==> src/sv/clr_pkg.sv <==
// ----------------------------------------------------------------------------
// Clipped line rasterizer package
// Shared widths, fixed-point constants, register indexes and sequencer states.
// ----------------------------------------------------------------------------
package clr_pkg;

	// Screen geometry and fixed-point format.
	localparam int SCREEN_WIDTH  = 64;
	localparam int SCREEN_HEIGHT = 64;
	localparam int FRAC_BITS     = 24;
	localparam int COORD_W       = 6;
	localparam int ADDR_W        = 12;
	localparam int RUN_MAX       = 64;

	// Signed working width of endpoint coordinates and deltas.
	localparam int WIDE_W  = 18;
	// Magnitude width of a clip numerator or denominator.
	localparam int MAG_W   = WIDE_W - 1;
	// Dividend and quotient width of the shared divider.
	localparam int DIVD_W  = MAG_W + FRAC_BITS;
	// Clip parameter t in [0, 1.0].
	localparam int T_W     = FRAC_BITS + 1;
	localparam int PROD_W  = T_W + MAG_W;

	localparam logic [T_W-1:0]       FX_ONE    = T_W'(1) << FRAC_BITS;
	localparam logic [FRAC_BITS-1:0] ACC_START = FRAC_BITS'((1 << (FRAC_BITS - 1)) - 1);

	// Configuration register indexes.
	localparam logic [2:0] CFG_CLIP_LEFT   = 3'd0;
	localparam logic [2:0] CFG_CLIP_TOP    = 3'd1;
	localparam logic [2:0] CFG_CLIP_RIGHT  = 3'd2;
	localparam logic [2:0] CFG_CLIP_BOTTOM = 3'd3;
	localparam logic [2:0] CFG_PALETTE     = 3'd4;

	// Sequencer states.
	typedef enum logic [10:0] {
		ST_IDLE     = 11'b000_0000_0001,
		ST_CHECK    = 11'b000_0000_0010,
		ST_EDGE     = 11'b000_0000_0100,
		ST_DIV      = 11'b000_0000_1000,
		ST_EDGE_UPD = 11'b000_0001_0000,
		ST_MUL      = 11'b000_0010_0000,
		ST_ADD      = 11'b000_0100_0000,
		ST_SAT      = 11'b000_1000_0000,
		ST_SETUP    = 11'b001_0000_0000,
		ST_DRAW     = 11'b010_0000_0000,
		ST_REJECT   = 11'b100_0000_0000
	} state_t;

endpackage

==> src/sv/clipped_line_rasterizer_top.sv <==
// ----------------------------------------------------------------------------
// Clipped line rasterizer
// Clips one line against a rectangle and walks it into pixel write requests.
// ----------------------------------------------------------------------------
// One line request is taken while the block is idle. A line with both ends
// inside the clip rectangle goes straight to setup; otherwise each of the
// four Liang-Barsky edges with a nonzero denominator takes one division on
// the shared restoring divider and an update step, and the four endpoint
// scalings each take a multiply step and an add step on the multiplier,
// followed by the final saturation. The slope costs one more division
// (skipped when both ends meet in one point), and then one pixel request
// leaves per cycle while the output is taken, up to 64.
// A fully clipped line yields one request with visible low. The divider is
// the unit that sets the latency.
module clipped_line_rasterizer_top (
	input  logic        clk,
	input  logic        arst_n,
	// Line request: start_x, start_y, end_x, end_y, color_select, zero fill.
	input  logic        s_axis_tvalid,
	output logic        s_axis_tready,
	input  logic [79:0] s_axis_tdata,
	// Pixel request: pixel_address, pixel_value, zero fill.
	output logic        m_axis_tvalid,
	input  logic        m_axis_tready,
	output logic [23:0] m_axis_tdata,
	// visible
	output logic        m_axis_tuser,
	// last_pixel
	output logic        m_axis_tlast,
	// Configuration write channel.
	input  logic        cfg_valid,
	output logic        cfg_ready,
	input  logic [2:0]  cfg_index,
	input  logic [63:0] cfg_data
);

	localparam int W  = clr_pkg::WIDE_W;
	localparam int MW = clr_pkg::MAG_W;
	localparam int FB = clr_pkg::FRAC_BITS;
	localparam int CW = clr_pkg::COORD_W;

	clr_pkg::state_t state_q;

	// Configuration registers.
	logic [CW-1:0] clip_left_q, clip_top_q, clip_right_q, clip_bottom_q;
	logic [63:0]   palette_q;

	// Line registers.
	logic signed [W-1:0] ax_q, ay_q, bx_q, by_q, dx_q, dy_q;
	logic [8:0]          sel_q;
	logic [1:0]          k_q;
	logic [clr_pkg::T_W-1:0] te_q, tl_q;
	logic                neg_q, den_pos_q, div_slope_q;

	// Shared divider.
	logic [clr_pkg::DIVD_W-1:0] quo_q;
	logic [MW-1:0]              rem_q, dvs_q;
	logic [5:0]                 cnt_q;

	// Shared multiplier.
	logic [clr_pkg::PROD_W-1:0] prod_q;
	logic                       dneg_q;

	// Line walk.
	logic [CW:0]     mj_q, mn_q;
	logic [CW-1:0]   n_q, i_q;
	logic [FB-1:0]   acc_q;
	logic [FB:0]     slope_q;
	logic            xmaj_q, dir_neg_q;
	logic [2:0]      pal_q;

	// Output register.
	logic                      out_valid_q;
	logic [clr_pkg::ADDR_W-1:0] out_addr_q;
	logic [7:0]                out_val_q;
	logic                      out_vis_q, out_last_q;

	logic out_free, draw_fire, rej_fire, in_fire;

	assign cfg_ready     = 1'b1;
	assign s_axis_tready = (state_q == clr_pkg::ST_IDLE);
	assign in_fire       = s_axis_tvalid && s_axis_tready;
	assign out_free      = !out_valid_q || m_axis_tready;
	assign draw_fire     = (state_q == clr_pkg::ST_DRAW) && out_free;
	assign rej_fire      = (state_q == clr_pkg::ST_REJECT) && out_free;

	assign m_axis_tvalid = out_valid_q;
	assign m_axis_tdata  = {4'b0, out_val_q, out_addr_q};
	assign m_axis_tuser  = out_vis_q;
	assign m_axis_tlast  = out_last_q;

	// Clip bounds widened to the signed working width.
	logic signed [W-1:0] lo_x, hi_x, lo_y, hi_y;
	assign lo_x = $signed({{(W-CW){1'b0}}, clip_left_q});
	assign hi_x = $signed({{(W-CW){1'b0}}, clip_right_q});
	assign lo_y = $signed({{(W-CW){1'b0}}, clip_top_q});
	assign hi_y = $signed({{(W-CW){1'b0}}, clip_bottom_q});

	// Saturate a coordinate into [lo, hi]; the lower bound wins.
	function automatic logic signed [W-1:0] sat_c(input logic signed [W-1:0] v,
			input logic signed [W-1:0] lo, input logic signed [W-1:0] hi);
		logic signed [W-1:0] r;
		r = (v > hi) ? hi : v;
		r = (r < lo) ? lo : r;
		return r;
	endfunction

	// Outside test on the original endpoints.
	logic out_a, out_b;
	assign out_a = ax_q < lo_x || ax_q > hi_x || ay_q < lo_y || ay_q > hi_y;
	assign out_b = bx_q < lo_x || bx_q > hi_x || by_q < lo_y || by_q > hi_y;

	// Numerator and denominator of the current clip edge.
	logic signed [W-1:0] e_num, e_den, e_num_abs, e_den_abs;
	always_comb begin
		case (k_q)
			2'd0: begin
				e_num = lo_x - ax_q;
				e_den = dx_q;
			end
			2'd1: begin
				e_num = ax_q - hi_x;
				e_den = -dx_q;
			end
			2'd2: begin
				e_num = lo_y - ay_q;
				e_den = dy_q;
			end
			default: begin
				e_num = ay_q - hi_y;
				e_den = -dy_q;
			end
		endcase
		e_num_abs = e_num[W-1] ? -e_num : e_num;
		e_den_abs = e_den[W-1] ? -e_den : e_den;
	end

	// Divider step.
	logic [MW:0] div_tmp;
	logic        div_ge;
	assign div_tmp = {rem_q, quo_q[clr_pkg::DIVD_W-1]};
	assign div_ge  = div_tmp >= {1'b0, dvs_q};

	// Signed clip parameter from the quotient.
	logic signed [clr_pkg::DIVD_W:0] t_val, te_ext, tl_ext;
	assign t_val  = neg_q ? -$signed({1'b0, quo_q}) : $signed({1'b0, quo_q});
	assign te_ext = $signed({{(clr_pkg::DIVD_W+1-clr_pkg::T_W){1'b0}}, te_q});
	assign tl_ext = $signed({{(clr_pkg::DIVD_W+1-clr_pkg::T_W){1'b0}}, tl_q});

	// Multiplier operands and the scaled offset.
	logic [clr_pkg::T_W-1:0] m_t;
	logic signed [W-1:0]     m_d, m_base, m_delta, m_sum;
	logic [MW-1:0]           m_dabs;
	always_comb begin
		m_t     = k_q[1] ? te_q : tl_q;
		m_d     = k_q[0] ? dy_q : dx_q;
		m_dabs  = MW'(m_d[W-1] ? -m_d : m_d);
		m_base  = k_q[0] ? ay_q : ax_q;
		m_delta = dneg_q ? -$signed(prod_q[clr_pkg::PROD_W-1:FB])
				: $signed(prod_q[clr_pkg::PROD_W-1:FB]);
		m_sum   = m_base + m_delta;
	end

	// Setup of the walk from clipped endpoints.
	logic [CW-1:0] x0, y0, x1, y1, hh, vv, sx, sy, ex, ey;
	logic          xmaj, swp;
	always_comb begin
		x0   = ax_q[CW-1:0];
		y0   = ay_q[CW-1:0];
		x1   = bx_q[CW-1:0];
		y1   = by_q[CW-1:0];
		hh   = (x1 > x0) ? x1 - x0 : x0 - x1;
		vv   = (y1 > y0) ? y1 - y0 : y0 - y1;
		xmaj = hh >= vv;
		swp  = xmaj ? (x0 > x1) : (y0 > y1);
		sx   = swp ? x1 : x0;
		sy   = swp ? y1 : y0;
		ex   = swp ? x0 : x1;
		ey   = swp ? y0 : y1;
	end

	// Current pixel.
	logic [CW-1:0]             px, py;
	logic [clr_pkg::ADDR_W-1:0] p_addr;
	logic [7:0]                p_val;
	logic [FB:0]               acc_sum;
	always_comb begin
		px      = xmaj_q ? mj_q[CW-1:0] : mn_q[CW-1:0];
		py      = xmaj_q ? mn_q[CW-1:0] : mj_q[CW-1:0];
		p_addr  = clr_pkg::ADDR_W'(clr_pkg::ADDR_W'(py) * clr_pkg::ADDR_W'(clr_pkg::SCREEN_WIDTH))
				+ clr_pkg::ADDR_W'(px);
		p_val   = sel_q[8] ? palette_q[8*pal_q +: 8] : sel_q[7:0];
		acc_sum = {1'b0, acc_q} + slope_q;
	end

	// Sequencer, output valid and configuration registers.
	always_ff @(posedge clk or negedge arst_n) begin
		if (!arst_n) begin
			state_q       <= clr_pkg::ST_IDLE;
			out_valid_q   <= 1'b0;
			clip_left_q   <= '0;
			clip_top_q    <= '0;
			clip_right_q  <= '1;
			clip_bottom_q <= '1;
			palette_q     <= '0;
		end else begin
			if (cfg_valid && cfg_ready) begin
				case (cfg_index)
					clr_pkg::CFG_CLIP_LEFT:   clip_left_q   <= cfg_data[CW-1:0];
					clr_pkg::CFG_CLIP_TOP:    clip_top_q    <= cfg_data[CW-1:0];
					clr_pkg::CFG_CLIP_RIGHT:  clip_right_q  <= cfg_data[CW-1:0];
					clr_pkg::CFG_CLIP_BOTTOM: clip_bottom_q <= cfg_data[CW-1:0];
					clr_pkg::CFG_PALETTE:     palette_q     <= cfg_data;
					default: ;
				endcase
			end
			if (draw_fire || rej_fire) begin
				out_valid_q <= 1'b1;
			end else if (m_axis_tready) begin
				out_valid_q <= 1'b0;
			end
			case (state_q)
				clr_pkg::ST_IDLE: begin
					if (in_fire) state_q <= clr_pkg::ST_CHECK;
				end
				clr_pkg::ST_CHECK: begin
					if (!out_a && !out_b) state_q <= clr_pkg::ST_SETUP;
					else if (ax_q == bx_q && ay_q == by_q) state_q <= clr_pkg::ST_REJECT;
					else state_q <= clr_pkg::ST_EDGE;
				end
				clr_pkg::ST_EDGE: begin
					if (e_den != '0) state_q <= clr_pkg::ST_DIV;
					else if (e_num > 0) state_q <= clr_pkg::ST_REJECT;
					else if (k_q == 2'd3) state_q <= clr_pkg::ST_MUL;
				end
				clr_pkg::ST_DIV: begin
					if (cnt_q == 6'd1) begin
						state_q <= div_slope_q ? clr_pkg::ST_DRAW : clr_pkg::ST_EDGE_UPD;
					end
				end
				clr_pkg::ST_EDGE_UPD: begin
					if (den_pos_q ? (t_val > tl_ext) : (t_val < te_ext)) begin
						state_q <= clr_pkg::ST_REJECT;
					end else begin
						state_q <= (k_q == 2'd3) ? clr_pkg::ST_MUL : clr_pkg::ST_EDGE;
					end
				end
				clr_pkg::ST_MUL: state_q <= clr_pkg::ST_ADD;
				clr_pkg::ST_ADD: begin
					state_q <= (k_q == 2'd3) ? clr_pkg::ST_SAT : clr_pkg::ST_MUL;
				end
				clr_pkg::ST_SAT: state_q <= clr_pkg::ST_SETUP;
				clr_pkg::ST_SETUP: begin
					state_q <= (xmaj && hh == '0) ? clr_pkg::ST_DRAW : clr_pkg::ST_DIV;
				end
				clr_pkg::ST_DRAW: begin
					if (draw_fire && i_q == n_q) state_q <= clr_pkg::ST_IDLE;
				end
				clr_pkg::ST_REJECT: begin
					if (rej_fire) state_q <= clr_pkg::ST_IDLE;
				end
				default: state_q <= clr_pkg::ST_IDLE;
			endcase
		end
	end

	// Datapath registers.
	always_ff @(posedge clk) begin
		case (state_q)
			clr_pkg::ST_IDLE: begin
				if (in_fire) begin
					ax_q  <= W'($signed(s_axis_tdata[15:0]));
					ay_q  <= W'($signed(s_axis_tdata[31:16]));
					bx_q  <= W'($signed(s_axis_tdata[47:32]));
					by_q  <= W'($signed(s_axis_tdata[63:48]));
					sel_q <= s_axis_tdata[72:64];
				end
			end
			clr_pkg::ST_CHECK: begin
				dx_q <= bx_q - ax_q;
				dy_q <= by_q - ay_q;
				k_q  <= 2'd0;
				te_q <= '0;
				tl_q <= clr_pkg::FX_ONE;
			end
			clr_pkg::ST_EDGE: begin
				// Start the divider on |num| << FB / |den|.
				quo_q       <= {e_num_abs[MW-1:0], {FB{1'b0}}};
				rem_q       <= '0;
				dvs_q       <= e_den_abs[MW-1:0];
				cnt_q       <= 6'(clr_pkg::DIVD_W);
				neg_q       <= e_num[W-1] ^ e_den[W-1];
				den_pos_q   <= !e_den[W-1];
				div_slope_q <= 1'b0;
				if (e_den == '0 && e_num <= 0) k_q <= k_q + 2'd1;
			end
			clr_pkg::ST_DIV: begin
				rem_q <= div_ge ? MW'(div_tmp - {1'b0, dvs_q}) : div_tmp[MW-1:0];
				quo_q <= {quo_q[clr_pkg::DIVD_W-2:0], div_ge};
				cnt_q <= cnt_q - 6'd1;
				if (cnt_q == 6'd1 && div_slope_q) begin
					slope_q <= {quo_q[FB-1:0], div_ge};
				end
			end
			clr_pkg::ST_EDGE_UPD: begin
				if (den_pos_q) begin
					if (t_val <= tl_ext && t_val > te_ext) te_q <= t_val[clr_pkg::T_W-1:0];
				end else begin
					if (t_val >= te_ext && t_val < tl_ext) tl_q <= t_val[clr_pkg::T_W-1:0];
				end
				k_q <= k_q + 2'd1;
			end
			clr_pkg::ST_MUL: begin
				prod_q <= clr_pkg::PROD_W'(m_t) * clr_pkg::PROD_W'(m_dabs);
				dneg_q <= m_d[W-1];
			end
			clr_pkg::ST_ADD: begin
				// End point scales by tL first, then start point by tE.
				case (k_q)
					2'd0:    bx_q <= m_sum;
					2'd1:    by_q <= m_sum;
					2'd2:    ax_q <= m_sum;
					default: ay_q <= m_sum;
				endcase
				k_q <= k_q + 2'd1;
			end
			clr_pkg::ST_SAT: begin
				ax_q <= sat_c(ax_q, lo_x, hi_x);
				bx_q <= sat_c(bx_q, lo_x, hi_x);
				ay_q <= sat_c(ay_q, lo_y, hi_y);
				by_q <= sat_c(by_q, lo_y, hi_y);
			end
			clr_pkg::ST_SETUP: begin
				xmaj_q    <= xmaj;
				mj_q      <= {1'b0, xmaj ? sx : sy};
				mn_q      <= {1'b0, xmaj ? sy : sx};
				dir_neg_q <= xmaj ? (sy > ey) : (sx > ex);
				n_q       <= xmaj ? hh : vv;
				i_q       <= '0;
				acc_q     <= clr_pkg::ACC_START;
				pal_q     <= '0;
				slope_q   <= '0;
				quo_q     <= {{(MW-CW){1'b0}}, (xmaj ? vv : hh), {FB{1'b0}}};
				rem_q     <= '0;
				dvs_q     <= {{(MW-CW){1'b0}}, (xmaj ? hh : vv)};
				cnt_q     <= 6'(clr_pkg::DIVD_W);
				div_slope_q <= 1'b1;
			end
			clr_pkg::ST_DRAW: begin
				if (draw_fire) begin
					out_addr_q <= p_addr;
					out_val_q  <= p_val;
					out_vis_q  <= 1'b1;
					out_last_q <= (i_q == n_q);
					pal_q      <= pal_q + 3'd1;
					i_q        <= i_q + 1'b1;
					mj_q       <= mj_q + 1'b1;
					acc_q      <= acc_sum[FB-1:0];
					if (acc_sum[FB]) mn_q <= dir_neg_q ? mn_q - 1'b1 : mn_q + 1'b1;
				end
			end
			clr_pkg::ST_REJECT: begin
				if (rej_fire) begin
					out_addr_q <= '0;
					out_val_q  <= '0;
					out_vis_q  <= 1'b0;
					out_last_q <= 1'b1;
				end
			end
			default: ;
		endcase
	end

	// Checks.
	a_clip_order: assert property (@(posedge clk) disable iff (!arst_n)
		(state_q == clr_pkg::ST_MUL) |-> (te_q <= tl_q && tl_q <= clr_pkg::FX_ONE))
		else $error("clip parameters out of order");
	a_div_nonzero: assert property (@(posedge clk) disable iff (!arst_n)
		(state_q == clr_pkg::ST_DIV) |-> (dvs_q != '0))
		else $error("divider started with zero divisor");
	a_reject_single: assert property (@(posedge clk) disable iff (!arst_n)
		(m_axis_tvalid && !m_axis_tuser) |-> m_axis_tlast)
		else $error("rejected line must be a single final request");
	a_walk_on_screen: assert property (@(posedge clk) disable iff (!arst_n)
		(state_q == clr_pkg::ST_DRAW) |-> (!mj_q[CW] && !mn_q[CW]))
		else $error("walk left the screen");

endmodule

==> config.mk <==
export PLATFORM = sky130hd
export DESIGN_NAME = clipped_line_rasterizer_top
export DESIGN_NICKNAME = d
export VERILOG_FILES = /design/src/sv/clr_pkg.sv /design/src/sv/clipped_line_rasterizer_top.sv
export SDC_FILE = /design/constraint.sdc
export NUM_CORES = 2
export LEC_CHECK = 0
export BUFFER_PORTS_ARGS = -buffer_cell sky130_fd_sc_hd__clkbuf_2
export CAP_MARGIN = 20
export CORE_ASPECT_RATIO = 1.4
export CORE_UTILIZATION = 40
export DETAILED_ROUTE_END_ITERATION = 6
export MAX_ROUTING_LAYER = met4
export SYNTH_ARGS = -nofsm -noshare
export SYNTH_HDL_FRONTEND = slang
export SYNTH_SLANG_ARGS = --single-unit
==> constraint.sdc <==
create_clock -name clk -period 10.08 [get_ports clk]
set_input_delay 1.512 -clock clk [delete_from_list [all_inputs] [get_ports clk]]
set_output_delay 1.512 -clock clk [all_outputs]
set_load 0.02 [all_outputs]
==> qor.csv <==
metric,value,unit
cts_buffer_depth,3,
cts_buffers,51,
crit_type,reg2reg,
cts_setup_buffers,0,
clkLatencyLatePin,0.66,ns
area_delta_synth_final,10.2,%
dieArea,118000,µm²
grt_usage,25.1,%
cts_tree,yes,
firstDrtPassIters,6,
drtIter0Drc,2246,
cts_resized,0,
postRouteAntennaNets,0,
wl,144000,µm
fillerInstances,11289,
grt_pass1_vias,38683,
crit_family,adder cells,
drive_gt1_share,10.5,%
rsz0062_at_grt,false,
clock_skew,0.0378,ns
cp_num_buf_inv,6,
cp_data_arrival_time,9.80,ns
viasPerCell,5.62,
synth_area_per_cell,9.28,µm²
maxSlewHeadroom,22.4,%
worst-path-max-fanout,9,
seq_area,13700,µm²
post-route-period-util,93.3,%
cp_slowest_stage_delay,0.74,ns
setup_viol,0,
cts-htree-levels,2,
vias,37559,
timing.setup.tns,0,ns
die_h,406,µm
initial_core_util,40.5,%
multiInputGateArea,29900,µm²
final_hold_viol_count,0,
synth_seq_area_share,29.4,%
grt_max_degree,65,
cts_root_buffer,clkbuf_16,
place.gp.congestion,0.963,
async_reset_ff_share,21.2,%
worst-slew-pin-transition,1.16,ns
grt_pass1_wl,222000,µm
die_w,291,µm
cts.hold.buffers_added,0,
syn_inst,5023,
critPathRequiredTime,10.47,ns
nets,6024,
clkTransAtPathRegs,0.07,ns
cp-start-kind,flip-flop,
syn_area,46600,µm²
ys.flop_type,edfxtp_1,
fin_crit,9.41,ns
port_buffers,168,
rows,147,
ys_ff_latch,472,
fin_area,51400,µm²
clkSinkCount,472,
synth_edf_count,372,
synthTopCellsByArea,"edfxtp_1, fa_1, ha_1",
postPlaceCellArea,49500,µm²
synth_top_cell_by_area,edfxtp_1,
outcome,"finished, final reports clean",
antenna_found_initial,0,
ioPinCount,181,
endpoint_kind,flip-flop,
diodes,0,
wl_per_cell,21.5,µm
coreArea,115000,µm²
grt_overflow,0,
yosysTopAreaCellShare,24.0,%
slew_violations,0,
crit_top_cell,fa_1,
ys_warn_count,0,
hp-class,reg2reg,
drc_errors,0,
fmaxAchievable,106,MHz
dp_hpwl,114000,µm
maxCapViolCount,0,
synth_cell_type_count,94,
slowest_stage,xor2_2,
## kinds of logic (layout without fill, tap and decap cells)
kind of cell | after synthesis | in the layout | share of synthesized area (%)
AOI/OAI and AO/OA | 932 | 932 | 13.2
xor gates and xnor gates | 266 | 266 | 5.00
adders and majority gates | 719 | 719 | 25.0
buffers and inverters | 849 | 1019 | 6.89
DFF | 472 | 472 | 29.4
muxes | 186 | 186 | 4.63
other | 2 | 5 | 0.0161
and+or+nand+nor | 1597 | 1597 | 15.9
## worst register-to-register path: cells and delay by family, from the launching register on
kind	cells	cell delay [ns]
adder cells (fa/ha/maj)	7	3.28
AO/OA/AOI/OAI	9	2.49
AND/OR/NAND/NOR	5	1.44
XOR/XNOR	2	0.82
buffers and inverters	6	0.56
flip-flops	1	0.53
## cells in the final DEF (no fill, tap or decap), types with 18 or more instances in the layout
| cell | count |
|---|---|
| o21a_1 | 25 |
| a31oi_1 | 31 |
| a21oi_1 | 202 |
| nor4_1 | 58 |
| a22oi_1 | 32 |
| and3_1 | 25 |
| and2_1 | 79 |
| fa_1 | 354 |
| xor2_1 | 87 |
| o31ai_1 | 40 |
| xnor2_1 | 175 |
| or2_2 | 18 |
| mux2_2 | 74 |
| clkbuf_2 | 167 |
| clkbuf_16 | 53 |
| inv_1 | 633 |
| a211o_1 | 21 |
| or3_1 | 35 |
| nor2b_1 | 63 |
| o21ai_0 | 223 |
| a211oi_1 | 43 |
| nand3_1 | 76 |
| ha_1 | 364 |
| nand2_1 | 651 |
| a221o_1 | 19 |
| buf_4 | 114 |
| mux2i_1 | 94 |
| nor2_1 | 360 |
| nor3_1 | 72 |
| o211ai_1 | 30 |
| edfxtp_1 | 372 |
| nand2b_1 | 30 |
| or4_1 | 27 |
| a21o_1 | 66 |
| nand4_1 | 39 |
| a21boi_0 | 28 |
| dfrtp_1 | 87 |
## synthesized netlist by cell type (17+ instances only)
cell type	count
nor3b_1	17
dfrtp_1	87
nor3_1	75
or4_1	27
mux2i_1	94
nor2_1	361
clkbuf_1	191
nand4_1	39
or2_2	18
a211oi_1	44
a21boi_0	28
o21a_1	25
ha_1	365
xor2_1	89
fa_1	354
o211ai_1	30
nor2b_1	63
or3_1	35
o21ai_0	228
a221o_1	19
nand2_1	652
o21bai_1	17
a22oi_1	32
nand3_1	76
a211o_1	21
nor4_1	58
inv_1	634
edfxtp_1	372
and2_1	80
nand2b_1	30
a21oi_1	206
and3_1	25
a31oi_1	31
a21o_1	66
o31ai_1	40
xnor2_1	177
mux2_2	74
## worst paths after layout
check	cells past startpoint	to	slack (ns)	from
setup / recovery	29	prod_q[41]	0.67	dy_q[2]
hold reg to reg	1	state_q[4]	0.49	div_slope_q
setup reg to reg	29	prod_q[41]	0.67	dy_q[2]
max in group asynchronous	2	clip_left_q[5]	8.00	arst_n
min in group asynchronous	1	palette_q[45]	0.86	arst_n
hold / removal	1	state_q[4]	0.49	div_slope_q
## routing by layer
layer	vias up	GRT usage (%)	part of all wire (%)
met5	-	-	0
met4	0	16.4	7.6
met3	436	2.70	4.0
met2	1101	45.2	52
met1	18496	26.1	37
li1	17526	-	-
## cell type report
type	instances	share of cell area, %
repair buffers	286	3.44
inverters	637	4.65
multi-input cells	3705	58.2
well taps	1490	3.63
flip-flops and latches	472	26.6
clock buffers	67	2.84
clock inverters	29	0.648
## flip-flops by register name (all words and copies together), names as in the netlist, 17 cells and up
name       flops
tl_q          25
bx_q          18
slope_q       25
ax_q          18
dy_q          18
acc_q         24
ay_q          18
dvs_q         17
palette_q     64
dx_q          18
by_q          18
te_q          25
prod_q        18
rem_q         17
quo_q         41
## metrics by stage
step	instances	hold WS [ns]	worst slack [ns]	util, %
2_1_floorplan	5026	0.428	1.47	-
3_3_place_gp	6585	0.477	0.824	43.0
3_5_place_dp	6586	0.462	0.676	43.0
4_1_cts	6682	0.480	0.668	44.6
5_1_grt	6686	0.499	0.221	44.6
6_report	6686	0.485	0.674	44.6
Power is not shown: default switching activity piles up to over one toggle a cycle in this logic, so the estimate is an artifact.
